--- src/hw/rtl/sxn_pkg.sv ---
`timescale 1ns / 1ps
// ----------------------------------------------------------------------------
// sxn_pkg
// Shared types, constants and helpers of the 2-D simplex noise block.
// ----------------------------------------------------------------------------
package sxn_pkg;

  // fraction bits of coordinates and lattice offsets
  localparam int COORD_FRAC_BITS = 16;

  // permutation table geometry
  localparam int TABLE_AW   = 8;
  localparam int TABLE_SIZE = 1 << TABLE_AW;

  // skew / unskew factors in Q0.24
  localparam logic signed [32:0] F2_Q24 = 33'sd6140887;
  localparam logic signed [32:0] G2_Q24 = 33'sd3545443;

  // unskew offset of the middle corner in Q.16, and twice that
  localparam logic signed [23:0] G2_OFF  = 24'sd13849;
  localparam logic signed [23:0] G2_OFF2 = 24'sd27698;
  localparam logic signed [23:0] ONE_OFF = 24'(1 << COORD_FRAC_BITS);

  // 0.5 in Q.32 for the falloff term
  localparam logic signed [48:0] HALF_SQ = 49'(64'd1 << (2 * COORD_FRAC_BITS - 1));

  // gradient components in Q.16
  localparam logic signed [17:0] GRAD_ONE  = 18'(1 << COORD_FRAC_BITS);
  localparam logic signed [17:0] GRAD_DIAG = 18'sd46341;

  // number of quotient bits of the fractal divide
  localparam int QUO_BITS = 16;

  // input opcodes
  typedef enum logic [1:0] {
    OP_WRITE    = 2'd0,
    OP_SAMPLE   = 2'd1,
    OP_FRACTAL  = 2'd2,
    OP_RESERVED = 2'd3
  } opcode_e;

  // configuration register indexes
  typedef enum logic [1:0] {
    CFG_OCTAVES     = 2'd0,
    CFG_LACUNARITY  = 2'd1,
    CFG_PERSISTENCE = 2'd2,
    CFG_UNUSED      = 2'd3
  } cfg_index_e;

  // permutation table read request
  typedef struct packed {
    logic                en;
    logic [TABLE_AW-1:0] addr;
  } perm_rd_t;

  // x component of gradient g
  function automatic logic signed [17:0] grad_x(input logic [2:0] g);
    logic signed [17:0] v;
    unique case (g)
      3'd0:    v = GRAD_ONE;
      3'd1:    v = -GRAD_ONE;
      3'd4:    v = GRAD_DIAG;
      3'd5:    v = -GRAD_DIAG;
      3'd6:    v = GRAD_DIAG;
      3'd7:    v = -GRAD_DIAG;
      default: v = '0;
    endcase
    return v;
  endfunction

  // y component of gradient g
  function automatic logic signed [17:0] grad_y(input logic [2:0] g);
    logic signed [17:0] v;
    unique case (g)
      3'd2:    v = GRAD_ONE;
      3'd3:    v = -GRAD_ONE;
      3'd4:    v = GRAD_DIAG;
      3'd5:    v = GRAD_DIAG;
      3'd6:    v = -GRAD_DIAG;
      3'd7:    v = -GRAD_DIAG;
      default: v = '0;
    endcase
    return v;
  endfunction

endpackage

--- src/hw/rtl/sxn_div.sv ---
`timescale 1ns / 1ps
// ----------------------------------------------------------------------------
// sxn_div
// Restoring divider for the fractal average: one quotient bit per cycle,
// truncation toward zero, positive results saturated to 16 bits.
// ----------------------------------------------------------------------------
module sxn_div #(
  parameter int N_W = 52,
  parameter int D_W = 36
) (
  input  logic                  clk_i,
  input  logic                  rst_ni,
  input  logic                  start_i,
  input  logic signed [N_W-1:0] num_i,
  input  logic        [D_W-1:0] den_i,
  output logic                  done_o,
  output logic signed [15:0]    quo_o
);

  localparam int QB = sxn_pkg::QUO_BITS;
  localparam int CW = (N_W > D_W + QB) ? N_W : D_W + QB;

  logic                  run_q;
  logic [$clog2(QB)-1:0] k_q;
  logic [CW-1:0]         rem_q;
  logic [D_W-1:0]        den_q;
  logic                  neg_q;
  logic [QB-1:0]         quo_q;
  logic                  done_q;
  logic signed [15:0]    res_q;
  logic [N_W-1:0]        mag;
  logic [CW-1:0]         shifted;
  logic                  fits;
  logic [QB-1:0]         quo_d;
  logic [QB:0]           neg_quo;

  assign mag     = num_i[N_W-1] ? N_W'(-num_i) : N_W'(num_i);
  assign shifted = CW'(den_q) << k_q;
  assign fits    = rem_q >= shifted;

  // quotient with the current bit folded in
  always_comb begin
    quo_d      = quo_q;
    quo_d[k_q] = fits;
  end

  assign neg_quo = -{1'b0, quo_d};

  // control
  always_ff @(posedge clk_i or negedge rst_ni) begin
    if (!rst_ni) begin
      run_q  <= 1'b0;
      done_q <= 1'b0;
    end else begin
      done_q <= run_q && (k_q == '0);
      if (start_i) begin
        run_q <= 1'b1;
      end else if (run_q && (k_q == '0)) begin
        run_q <= 1'b0;
      end
    end
  end

  // datapath
  always_ff @(posedge clk_i) begin
    if (start_i) begin
      rem_q <= CW'(mag);
      den_q <= den_i;
      neg_q <= num_i[N_W-1];
      quo_q <= '0;
      k_q   <= '1;
    end else if (run_q) begin
      if (fits) begin
        rem_q <= rem_q - shifted;
      end
      quo_q <= quo_d;
      k_q   <= k_q - 1'b1;
      if (k_q == '0) begin
        if (neg_q) begin
          res_q <= 16'(neg_quo);
        end else if (quo_d[QB-1]) begin
          res_q <= 16'sh7fff;
        end else begin
          res_q <= 16'(quo_d);
        end
      end
    end
  end

  assign done_o = done_q;
  assign quo_o  = res_q;

endmodule

--- config.mk ---
export PLATFORM = sky130hd
export DESIGN_NAME = sxn_div
export DESIGN_NICKNAME = d
export VERILOG_FILES = /design/src/hw/rtl/sxn_pkg.sv /design/src/hw/rtl/sxn_div.sv
export SDC_FILE = /design/constraint.sdc
export NUM_CORES = 1
export LEC_CHECK = 0
export BUFFER_PORTS_ARGS = -buffer_cell sky130_fd_sc_hd__buf_2
export CAP_MARGIN = 0
export CORE_MARGIN = 2
export CORE_UTILIZATION = 23
export DETAILED_ROUTE_END_ITERATION = 12
export HOLD_SLACK_MARGIN = 0.05
export PLACE_DENSITY = 0.49
export SYNTH_ARGS = -nofsm -noshare
export SYNTH_HDL_FRONTEND = slang
export SYNTH_SLANG_ARGS = --single-unit
--- constraint.sdc ---
create_clock -name clk_i -period 7 [get_ports clk_i]
set_input_delay 1.05 -clock clk_i [delete_from_list [all_inputs] [get_ports clk_i]]
set_output_delay 1.05 -clock clk_i [all_outputs]
set_load 0.01 [all_outputs]
==> results by group <==
Logic synthesis
  – YS warnings: 0
  – EDFF count, synth: 105
  – Synth area leaders: edfxtp_1 28%, ha_1 6.5%, nand2_1 6.1%
  – Cell area after synthesis: 11100 µm²
  – Syn nets: 1436
  – Top cell type's share of synthesized area: 0.2840
  – Sequential share of the synthesized area: 0.3246
  – Post-synth top flop: edfxtp_1
  – Yosys reg bits: about 130
  – Avg Inst Size Synth: between 8 and 9 µm²
  – Library cells used by synthesis: 70
  – Area leader, netlist: edfxtp_1
  – Async S/R FF share, synth: 0.01575
  – Synth Instances: 1286

Finish
  – N_diodes: 0
  – Share of cells above drive strength 1: 0.1541
  – Area delta synth->final: 15.30%
  – Non-Filler Instances: about 2000
  – Layout net count: 1506
  – Finished Cell Area: 12800 µm²

Global route
  – Gr ovfl total: 0
  – Antenna violations before repair: 1
  – Total track usage: 0.1406
  – Largest net degree at the start of global routing: 80
  – Vias in the first global route: 9674
  – First-pass GRT wire length: 54700 µm

Drt
  – Vias/cell: 4.894
  – Post-detailed-route wirelength per cell: 17.47 µm
  – Antenna viol nets, final: 0
  – Post-route DRC violation count: 0
  – First-pass DRT Iterations: 5
  – Initial DRC count: 685
  – Via Count: 9710
  – WL final: 34660 µm

CTS
  – Skew-Pair Late Insertion Delay: 0.46 ns
  – Root buf cell: clkbuf_16
  – Clock sinks: 127
  – Number of post-CTS setup repair buffers: 0
  – CTS buffer count: 17
  – Clock slew at reported path FFs: 0.07 ns
  – TritonCTS clock tree: done
  – # H-tree levels: 4
  – CTS Hold Buffers Added: 0
  – PostCTS Resize Cnt: 0
  – Clock Path Buffers: 2

Pwr
  – Reg power frac: 0.261
  – Pleak: 5.153 nW
  – Maximum vdd drop: 0.1678 mV
  – Net switching power figure: 2.062 mW
  – Switching fraction of total power: 0.4406
  – Int Pwr: roughly 2.6 mW
  – Clock power frac: 0.185
  – Power per cell area: 365.6 nW/µm²
  – Combinational power share: 0.554

Timing
  – Final hold violation count: 0
  – Fmax: 163.3 MHz
  – Fin crit share: 0.8748
  – RSZ-0062 raised after global routing: false
  – Tmin final: between 6 and 7 ns
  – Final setup fails: 0
  – Fin Setup TNS: 0 ns
  – Worst-margin pin slew: approximately 1 ns
  – Slew Limit Fails: 0
  – Worst Clk Skew: about 0.016 ns
  – Max-slew headroom: 0.3309

Place
  – Port Buffer Count: 107
  – Gp weighted congestion: 0.8534
  – DP Cell Count: 1952
  – Post-DP Area: 12240 µm²
  – DP HPWL: 27360 µm

Worst setup path
  – Setup Crit Path Kind: reg -> reg
  – CP Data Required Time: 7.17 ns
  – Max FO, Critical Path: 36
  – Arrival time worst endpoint: 6.29 ns
  – CP Launch Type: register
  – Worst Setup End Kind: register

Floorplanning
  – Die H: 223.7 µm
  – I/O pin total: between 100 and 150
  – Core area: 47650 µm²
  – Starting Density: 0.2330
  – Die X: 223.7 µm
  – # rows: 80
  – Die ar.: around 50000 µm²

Job
  – Max_cap viols: 0

Outcome
  – Status: completed

Hold path
  – Worst min path class: in -> async
## sequential cells by signal (all words and copies together), names as in the netlist
| signal | flops |
|---|---|
| run_q | 1 |
| neg_q | 1 |
| done_o | 1 |
| den_q | 36 |
| quo_o | 16 |
| k_q | 4 |
| quo_q | 16 |
| rem_q | 52 |
## cells in the mapped netlist (17+ instances only)
cell / count
nand2_1: 181
a21oi_1: 121
edfxtp_1: 105
nor2_1: 105
o21ai_0: 87
xnor2_1: 68
ha_1: 58
clkbuf_1: 52
a21o_1: 45
mux2i_1: 41
xor2_1: 39
o21ai_1: 33
inv_1: 31
nor3_1: 26
mux4_2: 24
o31ai_1: 21
dfxtp_1: 20
nand2b_1: 17
## path summary, 6_finish.rpt
check / startpoint / to / slack [ns] / cells past startpoint
worst max-delay path: k_q[2] / quo_o[12] / 0.88 / 21
worst max register to register: k_q[2] / quo_o[12] / 0.88 / 21
worst min-delay path: rst_ni / done_o / 0.37 / 1
worst min register to register: quo_q[14] / quo_q[14] / 0.49 / 2
min in group clk_i: quo_q[14] / quo_q[14] / 0.49 / 2
max in group asynchronous: rst_ni / run_q / 6.53 / 1
## kinds of logic after synthesis
| kind of cell | synth area share |
|---|---|
| AO/OA/AOI/OAI | 0.2131 |
| XOR/XNOR | 0.08441 |
| adder cells (fa/ha/maj) | 0.06717 |
| buffers and inverters | 0.03482 |
| flip-flops | 0.3246 |
| multiplexers | 0.09681 |
| AND/OR/NAND/NOR | 0.1791 |
## placed cells by master, fill, tap and decap left out, types with 26 or more instances in the layout
| cell | netlist | routed |
|---|---|---|
| xnor2_1 | 68 | 68 |
| inv_1 | 31 | 31 |
| nor3_1 | 26 | 26 |
| edfxtp_1 | 105 | 105 |
| a21o_1 | 45 | 44 |
| o21ai_1 | 33 | 33 |
| nor2_1 | 105 | 105 |
| nand2_1 | 181 | 181 |
| a21oi_1 | 121 | 121 |
| ha_1 | 58 | 58 |
| o21ai_0 | 87 | 87 |
| mux2i_1 | 41 | 41 |
| xor2_1 | 39 | 39 |
| buf_2 | 5 | 106 |
## stage by stage
stage          power [mW]    util  hold slack, ns  setup slack, ns
2_1_floorplan       3.156       -          0.4543            1.369
3_3_place_gp        3.808  0.2570          0.4726            1.019
3_5_place_dp        3.810  0.2570          0.4792           0.9812
4_1_cts             4.708  0.2687          0.3541           0.9547
5_1_grt             5.072  0.2687          0.3541           0.2111
6_report            4.680  0.2687          0.3717           0.8762
## cell type report
| cell class | count | area, µm² |
|---|---|---|
| fillers | 5146 | 34840 |
| inverters | 32 | 120.1 |
| clock inverters | 13 | 113.9 |
| repair buffers | 120 | 635.6 |
| clock buffers | 19 | 442.9 |
| well taps | 615 | 769.5 |
| flip-flops and latches | 127 | 3606 |
| multi-input cells | 1058 | 7113 |
## critical path, cell delays in order, from the launching register on
cell       delay [ns]
dfxtp_1          0.87
inv_2            0.54
nor3_1           0.29
a21oi_1          0.10
or2_2            0.34
ha_1             0.34
a21oi_1          0.16
o21ai_1          0.11
o21ai_0          0.47
nand3_1          0.14
a221oi_1         0.40
buf_4            0.20
and2_1           0.12
buf_4            0.27
o21ai_0          0.21
inv_1            0.10
ha_1             0.20
nand3_1          0.08
a21oi_1          0.38
o2111ai_1        0.23
xnor2_1          0.17
a21oi_1          0.08
## power by group through the flow
stage / logic (mW) / registers [mW] / clock network, mW
6_report: 2.59 / 1.22 / 0.867
5_1_grt: 2.91 / 1.24 / 0.925
4_1_cts: 2.60 / 1.22 / 0.891
3_5_place_dp: 2.58 / 1.23 / 0
3_3_place_gp: 2.57 / 1.24 / 0
2_1_floorplan: 1.99 / 1.16 / 0
## metal layers
metal | up-vias | global-route usage | wire length (µm) | share of wire
li1 | 4870 | - | - | -
met1 | 4606 | 0.1722 | 15150 | 0.44
met2 | 196 | 0.2527 | 17760 | 0.51
met3 | 36 | 0.02322 | 1126 | 0.032
met4 | 2 | 0.04086 | 610 | 0.018
met5 | - | 0 | 11 | 0.00032
(Power assumes the default switching activity.)
