<file path="src/hw/rtl/sxn_pkg.sv">
`timescale 1ns / 1ps
// ----------------------------------------------------------------------------
// sxn_pkg
// Shared types, constants and helpers of the 2-D simplex noise block.
// ----------------------------------------------------------------------------
package sxn_pkg;

  // fraction bits of coordinates and lattice offsets
  localparam int COORD_FRAC_BITS = 16;

  // permutation table geometry
  localparam int TABLE_AW   = 8;
  localparam int TABLE_SIZE = 1 << TABLE_AW;

  // skew / unskew factors in Q0.24
  localparam logic signed [32:0] F2_Q24 = 33'sd6140887;
  localparam logic signed [32:0] G2_Q24 = 33'sd3545443;

  // unskew offset of the middle corner in Q.16, and twice that
  localparam logic signed [23:0] G2_OFF  = 24'sd13849;
  localparam logic signed [23:0] G2_OFF2 = 24'sd27698;
  localparam logic signed [23:0] ONE_OFF = 24'(1 << COORD_FRAC_BITS);

  // 0.5 in Q.32 for the falloff term
  localparam logic signed [48:0] HALF_SQ = 49'(64'd1 << (2 * COORD_FRAC_BITS - 1));

  // gradient components in Q.16
  localparam logic signed [17:0] GRAD_ONE  = 18'(1 << COORD_FRAC_BITS);
  localparam logic signed [17:0] GRAD_DIAG = 18'sd46341;

  // number of quotient bits of the fractal divide
  localparam int QUO_BITS = 16;

  // input opcodes
  typedef enum logic [1:0] {
    OP_WRITE    = 2'd0,
    OP_SAMPLE   = 2'd1,
    OP_FRACTAL  = 2'd2,
    OP_RESERVED = 2'd3
  } opcode_e;

  // configuration register indexes
  typedef enum logic [1:0] {
    CFG_OCTAVES     = 2'd0,
    CFG_LACUNARITY  = 2'd1,
    CFG_PERSISTENCE = 2'd2,
    CFG_UNUSED      = 2'd3
  } cfg_index_e;

  // permutation table read request
  typedef struct packed {
    logic                en;
    logic [TABLE_AW-1:0] addr;
  } perm_rd_t;

  // x component of gradient g
  function automatic logic signed [17:0] grad_x(input logic [2:0] g);
    logic signed [17:0] v;
    unique case (g)
      3'd0:    v = GRAD_ONE;
      3'd1:    v = -GRAD_ONE;
      3'd4:    v = GRAD_DIAG;
      3'd5:    v = -GRAD_DIAG;
      3'd6:    v = GRAD_DIAG;
      3'd7:    v = -GRAD_DIAG;
      default: v = '0;
    endcase
    return v;
  endfunction

  // y component of gradient g
  function automatic logic signed [17:0] grad_y(input logic [2:0] g);
    logic signed [17:0] v;
    unique case (g)
      3'd2:    v = GRAD_ONE;
      3'd3:    v = -GRAD_ONE;
      3'd4:    v = GRAD_DIAG;
      3'd5:    v = GRAD_DIAG;
      3'd6:    v = -GRAD_DIAG;
      3'd7:    v = -GRAD_DIAG;
      default: v = '0;
    endcase
    return v;
  endfunction

endpackage

</file>
<file path="src/hw/rtl/sxn_noise.sv">
`timescale 1ns / 1ps
// ----------------------------------------------------------------------------
// sxn_noise
// One simplex noise sample: skew, cell lookup through the permutation
// memory, three corner contributions on a shared multiplier, scale by 70.
// ----------------------------------------------------------------------------
module sxn_noise (
  input  logic               clk_i,
  input  logic               rst_ni,
  input  logic               start_i,
  input  logic signed [31:0] x_i,
  input  logic signed [31:0] y_i,
  output sxn_pkg::perm_rd_t  perm_rd_o,
  input  logic [7:0]         perm_data_i,
  output logic               done_o,
  output logic signed [15:0] value_o
);

  localparam logic [4:0] ST_IDLE = 5'd0;
  localparam logic [4:0] ST_SKEW = 5'd1;
  localparam logic [4:0] ST_IJ   = 5'd2;
  localparam logic [4:0] ST_UNSK = 5'd3;
  localparam logic [4:0] ST_OFF  = 5'd4;
  localparam logic [4:0] ST_OFF2 = 5'd5;
  localparam logic [4:0] ST_R3   = 5'd6;
  localparam logic [4:0] ST_R4   = 5'd7;
  localparam logic [4:0] ST_R5   = 5'd8;
  localparam logic [4:0] ST_R6   = 5'd9;
  localparam logic [4:0] ST_DX2  = 5'd10;
  localparam logic [4:0] ST_DY2  = 5'd11;
  localparam logic [4:0] ST_T    = 5'd12;
  localparam logic [4:0] ST_T2   = 5'd13;
  localparam logic [4:0] ST_T3   = 5'd14;
  localparam logic [4:0] ST_GX   = 5'd15;
  localparam logic [4:0] ST_GY   = 5'd16;
  localparam logic [4:0] ST_DOT  = 5'd17;
  localparam logic [4:0] ST_TD   = 5'd18;
  localparam logic [4:0] ST_ACC  = 5'd19;
  localparam logic [4:0] ST_SCL  = 5'd20;

  logic [4:0]         state_q, state_d;
  logic               done_q;
  logic signed [31:0] x_q, y_q;
  logic signed [65:0] p_q;
  logic signed [32:0] mul_a, mul_b;
  logic signed [18:0] i_q, j_q;
  logic signed [23:0] x0_q, y0_q, x1_q, y1_q, x2_q, y2_q;
  logic               i1_q;
  logic [7:0]         a_q, b_q, c_q;
  logic [2:0]         g0_q, g1_q, gc_q;
  logic [1:0]         corner_q;
  logic signed [48:0] tq_q;
  logic [16:0]        tt_q;
  logic signed [41:0] gd_q;
  logic signed [26:0] dot_q;
  logic signed [47:0] acc_q;
  logic signed [15:0] value_q;

  logic signed [32:0] skew;
  logic signed [34:0] xs, ys;
  logic signed [42:0] unskew;
  logic signed [43:0] x0w, y0w;
  logic signed [23:0] dx_s, dy_s;
  logic [2:0]         g_s;
  logic signed [48:0] t_full;
  logic signed [42:0] dsum;
  logic signed [55:0] s70;
  logic signed [37:0] r_scl;
  logic               last_corner;

  // lattice cell and first offsets
  assign skew   = p_q[56:24];
  assign xs     = 35'(x_q) + 35'(skew);
  assign ys     = 35'(y_q) + 35'(skew);
  assign unskew = p_q[50:8];
  assign x0w    = 44'(x_q) - 44'({i_q, 16'd0}) + 44'(unskew);
  assign y0w    = 44'(y_q) - 44'({j_q, 16'd0}) + 44'(unskew);

  // corner selection
  always_comb begin
    unique case (corner_q)
      2'd0: begin
        dx_s = x0_q;
        dy_s = y0_q;
        g_s  = g0_q;
      end
      2'd1: begin
        dx_s = x1_q;
        dy_s = y1_q;
        g_s  = g1_q;
      end
      default: begin
        dx_s = x2_q;
        dy_s = y2_q;
        g_s  = gc_q;
      end
    endcase
  end

  assign last_corner = corner_q == 2'd2;
  assign t_full      = tq_q - 49'(p_q[47:0]);
  assign dsum        = 43'(gd_q) + 43'($signed(p_q[41:0]));
  assign s70         = (56'(acc_q) <<< 6) + (56'(acc_q) <<< 2) + (56'(acc_q) <<< 1);
  assign r_scl       = s70[55:18];

  // shared multiplier operands
  always_comb begin
    mul_a = '0;
    mul_b = '0;
    unique case (state_q)
      ST_SKEW: begin
        mul_a = 33'(x_q) + 33'(y_q);
        mul_b = sxn_pkg::F2_Q24;
      end
      ST_UNSK: begin
        mul_a = 33'(i_q) + 33'(j_q);
        mul_b = sxn_pkg::G2_Q24;
      end
      ST_DX2: begin
        mul_a = 33'(dx_s);
        mul_b = 33'(dx_s);
      end
      ST_DY2: begin
        mul_a = 33'(dy_s);
        mul_b = 33'(dy_s);
      end
      ST_T2: begin
        mul_a = $signed({16'd0, tt_q});
        mul_b = $signed({16'd0, tt_q});
      end
      ST_T3: begin
        mul_a = $signed({16'd0, p_q[32:16]});
        mul_b = $signed({16'd0, p_q[32:16]});
      end
      ST_GX: begin
        mul_a = 33'(sxn_pkg::grad_x(g_s));
        mul_b = 33'(dx_s);
      end
      ST_GY: begin
        mul_a = 33'(sxn_pkg::grad_y(g_s));
        mul_b = 33'(dy_s);
      end
      ST_TD: begin
        mul_a = $signed({16'd0, tt_q});
        mul_b = 33'(dot_q);
      end
      default: begin
        mul_a = '0;
        mul_b = '0;
      end
    endcase
  end

  // permutation reads: row entries, then gradient entries
  always_comb begin
    perm_rd_o.en   = 1'b1;
    perm_rd_o.addr = '0;
    unique case (state_q)
      ST_UNSK: perm_rd_o.addr = j_q[7:0];
      ST_OFF:  perm_rd_o.addr = j_q[7:0] + 8'd1;
      ST_OFF2: perm_rd_o.addr = j_q[7:0] + {7'd0, !i1_q};
      ST_R3:   perm_rd_o.addr = i_q[7:0] + a_q;
      ST_R4:   perm_rd_o.addr = i_q[7:0] + {7'd0, i1_q} + b_q;
      ST_R5:   perm_rd_o.addr = i_q[7:0] + 8'd1 + c_q;
      default: perm_rd_o.en   = 1'b0;
    endcase
  end

  // sequencer
  always_comb begin
    state_d = state_q;
    unique case (state_q)
      ST_IDLE: if (start_i) state_d = ST_SKEW;
      ST_SKEW: state_d = ST_IJ;
      ST_IJ:   state_d = ST_UNSK;
      ST_UNSK: state_d = ST_OFF;
      ST_OFF:  state_d = ST_OFF2;
      ST_OFF2: state_d = ST_R3;
      ST_R3:   state_d = ST_R4;
      ST_R4:   state_d = ST_R5;
      ST_R5:   state_d = ST_R6;
      ST_R6:   state_d = ST_DX2;
      ST_DX2:  state_d = ST_DY2;
      ST_DY2:  state_d = ST_T;
      ST_T: begin
        if (!t_full[48]) begin
          state_d = ST_T2;
        end else if (last_corner) begin
          state_d = ST_SCL;
        end else begin
          state_d = ST_DX2;
        end
      end
      ST_T2:   state_d = ST_T3;
      ST_T3:   state_d = ST_GX;
      ST_GX:   state_d = ST_GY;
      ST_GY:   state_d = ST_DOT;
      ST_DOT:  state_d = ST_TD;
      ST_TD:   state_d = ST_ACC;
      ST_ACC:  state_d = last_corner ? ST_SCL : ST_DX2;
      ST_SCL:  state_d = ST_IDLE;
      default: state_d = ST_IDLE;
    endcase
  end

  // control registers
  always_ff @(posedge clk_i or negedge rst_ni) begin
    if (!rst_ni) begin
      state_q <= ST_IDLE;
      done_q  <= 1'b0;
    end else begin
      state_q <= state_d;
      done_q  <= state_q == ST_SCL;
    end
  end

  // datapath registers
  always_ff @(posedge clk_i) begin
    p_q <= 66'(mul_a * mul_b);
    unique case (state_q)
      ST_IDLE: begin
        x_q <= x_i;
        y_q <= y_i;
      end
      ST_IJ: begin
        i_q <= xs[34:16];
        j_q <= ys[34:16];
      end
      ST_OFF: begin
        x0_q <= x0w[23:0];
        y0_q <= y0w[23:0];
        i1_q <= $signed(x0w[23:0]) > $signed(y0w[23:0]);
        a_q  <= perm_data_i;
      end
      ST_OFF2: begin
        x1_q <= x0_q - (i1_q ? sxn_pkg::ONE_OFF : 24'sd0) + sxn_pkg::G2_OFF;
        y1_q <= y0_q - (i1_q ? 24'sd0 : sxn_pkg::ONE_OFF) + sxn_pkg::G2_OFF;
        x2_q <= x0_q - sxn_pkg::ONE_OFF + sxn_pkg::G2_OFF2;
        y2_q <= y0_q - sxn_pkg::ONE_OFF + sxn_pkg::G2_OFF2;
        c_q  <= perm_data_i;
      end
      ST_R3: b_q  <= perm_data_i;
      ST_R4: g0_q <= perm_data_i[2:0];
      ST_R5: g1_q <= perm_data_i[2:0];
      ST_R6: begin
        gc_q     <= perm_data_i[2:0];
        corner_q <= 2'd0;
        acc_q    <= '0;
      end
      ST_DY2: tq_q <= sxn_pkg::HALF_SQ - 49'(p_q[47:0]);
      ST_T: begin
        tt_q <= t_full[32:16];
        if (t_full[48]) begin
          corner_q <= corner_q + 2'd1;
        end
      end
      ST_GX:  tt_q  <= p_q[32:16];
      ST_GY:  gd_q  <= $signed(p_q[41:0]);
      ST_DOT: dot_q <= dsum[42:16];
      ST_ACC: begin
        acc_q    <= acc_q + $signed(p_q[47:0]);
        corner_q <= corner_q + 2'd1;
      end
      ST_SCL: begin
        if (r_scl > 38'sd32767) begin
          value_q <= 16'sh7fff;
        end else if (r_scl < -38'sd32768) begin
          value_q <= 16'sh8000;
        end else begin
          value_q <= r_scl[15:0];
        end
      end
      default: ;
    endcase
  end

  assign done_o  = done_q;
  assign value_o = value_q;

endmodule

</file>
<file path="config.mk">
export PLATFORM = sky130hd
export DESIGN_NAME = sxn_noise
export DESIGN_NICKNAME = d
export VERILOG_FILES = /design/src/hw/rtl/sxn_pkg.sv /design/src/hw/rtl/sxn_noise.sv
export SDC_FILE = /design/constraint.sdc
export NUM_CORES = 2
export LEC_CHECK = 0
export ABC_CLOCK_PERIOD_IN_PS = 13250
export BUFFER_PORTS_ARGS = -buffer_cell sky130_fd_sc_hd__buf_2
export CAP_MARGIN = 20
export CORE_AREA = 2 2 375 340
export CTS_CLUSTER_DIAMETER = 120
export DETAILED_ROUTE_END_ITERATION = 8
export DIE_AREA = 0 0 377 342
export PLACE_DENSITY = 0.75
export SYNTH_ARGS = -nofsm -noshare
export SYNTH_HDL_FRONTEND = slang
export SYNTH_SLANG_ARGS = --single-unit
</file>
<file path="constraint.sdc">
create_clock -name clk_i -period 13.25 [get_ports clk_i]
set_input_delay 0.6625 -clock clk_i [delete_from_list [all_inputs] [get_ports clk_i]]
set_output_delay 0.6625 -clock clk_i [all_outputs]
set_load 0.01 [all_outputs]
</file>
==> results.ini <==
[sta]
hold_ws_ns=0.169
tightestPinTransition_ns=1.25
setup_viol=0
fin_setup_tns_ns=0
clock-skew-final_ns=0.0911
fin_crit_sh=0.973
fin_crit_ns=12.90
rsz0062_at_grt=false
slew_viol_final=0
fmax_ghz=0.0775
report.final.hold_viol_count=0
relSlewSlack=0.167

[clock_network]
clk_latency_ns=0.69
clkTransAtPathRegs_ns=0.07
cts_buffers=59
post_cts_buffers=0
cts-root-buf=clkbuf_16
clkSinkCount=542
htreeDepth=2
cts_buffer_depth=3
cts_tree=done

[floorplan]
num_rows=124
die_x_um=377
die_h_um=342
core_area_mm2=0.126
initial_core_util=0.584
ioPinCount=101
dieArea_mm2=0.129

[grt]
antenna_found_initial=13
grt_remaining_overflow=0
grtUsageTotal=0.370
grt_max_degree=71
grt_pass1_wl_um=356000
grt_pass1_vias=57400

[synthesis]
synth.area.top_cells=fa_1 (30%), edfxtp_1 (20%), ha_1 (12%)
yosysTopAreaCellShare=0.298
seq_area_frac_synth=0.214
syn_nets=9477
synth_cell_types=103
synthFlopType=edfxtp_1
async_flop_share=0.0111
postSynthCellCount=7604
syn_avg_cell_area_um2=9.65
synth_enable_flop_cells=479
ys_ff_latch=542
syn_area_mm2=0.0734
synth_top_area_cell=fa_1
yosys_warnings=0

[critical_path]
crit_required_ns=13.78
critPathBufInv=6
reg2reg_depth=42
critical_path_class=reg2reg
path_common_cell=fa_1
worst-path-stages=42
crit_arrival_ns=13.43
path_delay_family=compound AO/OA/AOI/OAI gates
cp_max_fo=28
start_kind=register
cpPeakStageDelay_ns=0.57
slowest_stage=edfxtp_1
worstSetupEndpointType=register

[outcome]
status=complete, no violations

[cells_and_area]
post-route-util=0.625
fin_area_mm2=0.0786
syn_to_final_growth_pct=7.12
fillCellCount=10300
finish.net_count=9580
drive_above_1_share=0.0589

[routing]
initialDrtViolationCount=6542
antenna_left=0
vias_per_cell=6.05
dr.pass1.iters=6
drc=0
drt_wl_total_um=234000
num_vias=56900
wl_per_cell_um=24.9

[worst_hold_path]
min_path_type=in2reg
hold_depth=1

[placement]
dp_hpwl_um=193000
io_buffers=100
placed_cell_area_mm2=0.0766
gp_congestion=1.02

[job]
maxCapViolations=0

## flip-flops by register name, indices dropped and copies added (netlist names), 16 cells and up
| register | count |
|---|---|
| acc_q | 48 |
| dot_q | 27 |
| gd_q | 42 |
| i_q | 18 |
| j_q | 18 |
| p_q | 57 |
| tq_q | 49 |
| tt_q | 17 |
| value_o | 16 |
| x0_q | 24 |
| x1_q | 24 |
| x2_q | 24 |
| x_q | 32 |
| y0_q | 24 |
| y1_q | 24 |
| y2_q | 24 |
| y_q | 32 |
## cell type report
cell class                 count  area (µm²)  share of cell area
clock inverter                37         425             0.00541
clock buffer                  74        1540              0.0196
sequential                   542       15700               0.199
inverter                    1443        5420              0.0689
timing repair buffer         263        1770              0.0225
multi-input combinational   5398       51700               0.658
antenna                        8        20.0            0.000255
tap                         1638        2050              0.0261
## kinds of logic after synthesis
logic type | Yosys count | synth area share
AOI/OAI and AO/OA | 1185 | 0.110
xor gates and xnor gates | 425 | 0.0507
adders and majority gates | 1798 | 0.418
buffers and inverters | 1664 | 0.0853
DFF | 542 | 0.214
muxes | 8 | 0.00111
and+or+nand+nor | 1982 | 0.121
## metal layers
metal | up-vias | GRT usage | share of wire
li1 | 24900 | - | -
met1 | 28200 | 0.526 | 0.41
met2 | 3242 | 0.544 | 0.43
met5 | - | 0 | 0.00045
met3 | 459 | 0.114 | 0.13
met4 | 16 | 0.116 | 0.037
## placed cells by master, fill, tap and decap left out, types with 55 or more instances in the layout
cell type / count
xor2_1: 131
fa_1: 1093
ha_1: 703
clkbuf_16: 59
nand2_1: 672
a22o_1: 58
inv_1: 1440
nor2b_1: 61
nor2_1: 686
xnor2_1: 294
a21oi_1: 338
buf_4: 158
nor3_1: 101
nand3_1: 84
dfxtp_1: 57
buf_2: 100
edfxtp_1: 479
o21ai_0: 145
a21o_1: 171
nand2b_1: 68
and2_1: 55
## stage by stage
stage,cells,worst slack (ns)
final,9403,0.354
after global routing,9397,0.0143
after CTS,9392,0.486
after detailed placement,9280,0.565
after global placement,9280,0.771
after floorplan,7604,1.52
## Yosys cell counts, drive strengths merged (12+ instances only)
cell type,instances
inv,1442
fa,1093
ha,705
nor2,700
nand2,672
edfxtp,479
a21oi,342
xnor2,294
clkbuf,202
a21o,173
o21ai,167
xor2,131
nor3,106
nand3,84
nand2b,68
nor2b,61
a22o,58
dfxtp,57
and2,56
and3,51
a211oi,50
o21a,47
nand4,43
o21bai,36
or3,36
a31oi,28
a22oi,26
o22ai,24
or2,24
a21boi,20
buf,19
nor4,17
o211ai,17
a2111oi,16
a211o,15
a221oi,15
a221o,14
nor3b,14
o221ai,14
and4,13
o31a,13
nand3b,12
o31ai,12
or4,12
## final timing paths
path                               to    start  slack (ns)
min in group asynchronous  state_q[2]   rst_ni        0.39
hold / removal                y_q[31]  y_i[31]        0.17
setup / recovery              p_q[53]   i_q[1]        0.35
hold reg to reg               y2_q[0]  y0_q[0]        0.55
setup reg to reg              p_q[53]   i_q[1]        0.35
max in group asynchronous  state_q[3]   rst_ni       12.68
## what timing repair did
item / CTS / global route
setup endpoints to repair: 0 / 2
hold buffers: 1 / 0
resized for setup: 0 / 1
hold endpoints to repair: 6 / 0
Power is left out: the tool's default activity adds up to more than one toggle a clock period on the data nets, which glitch-free logic cannot reach.
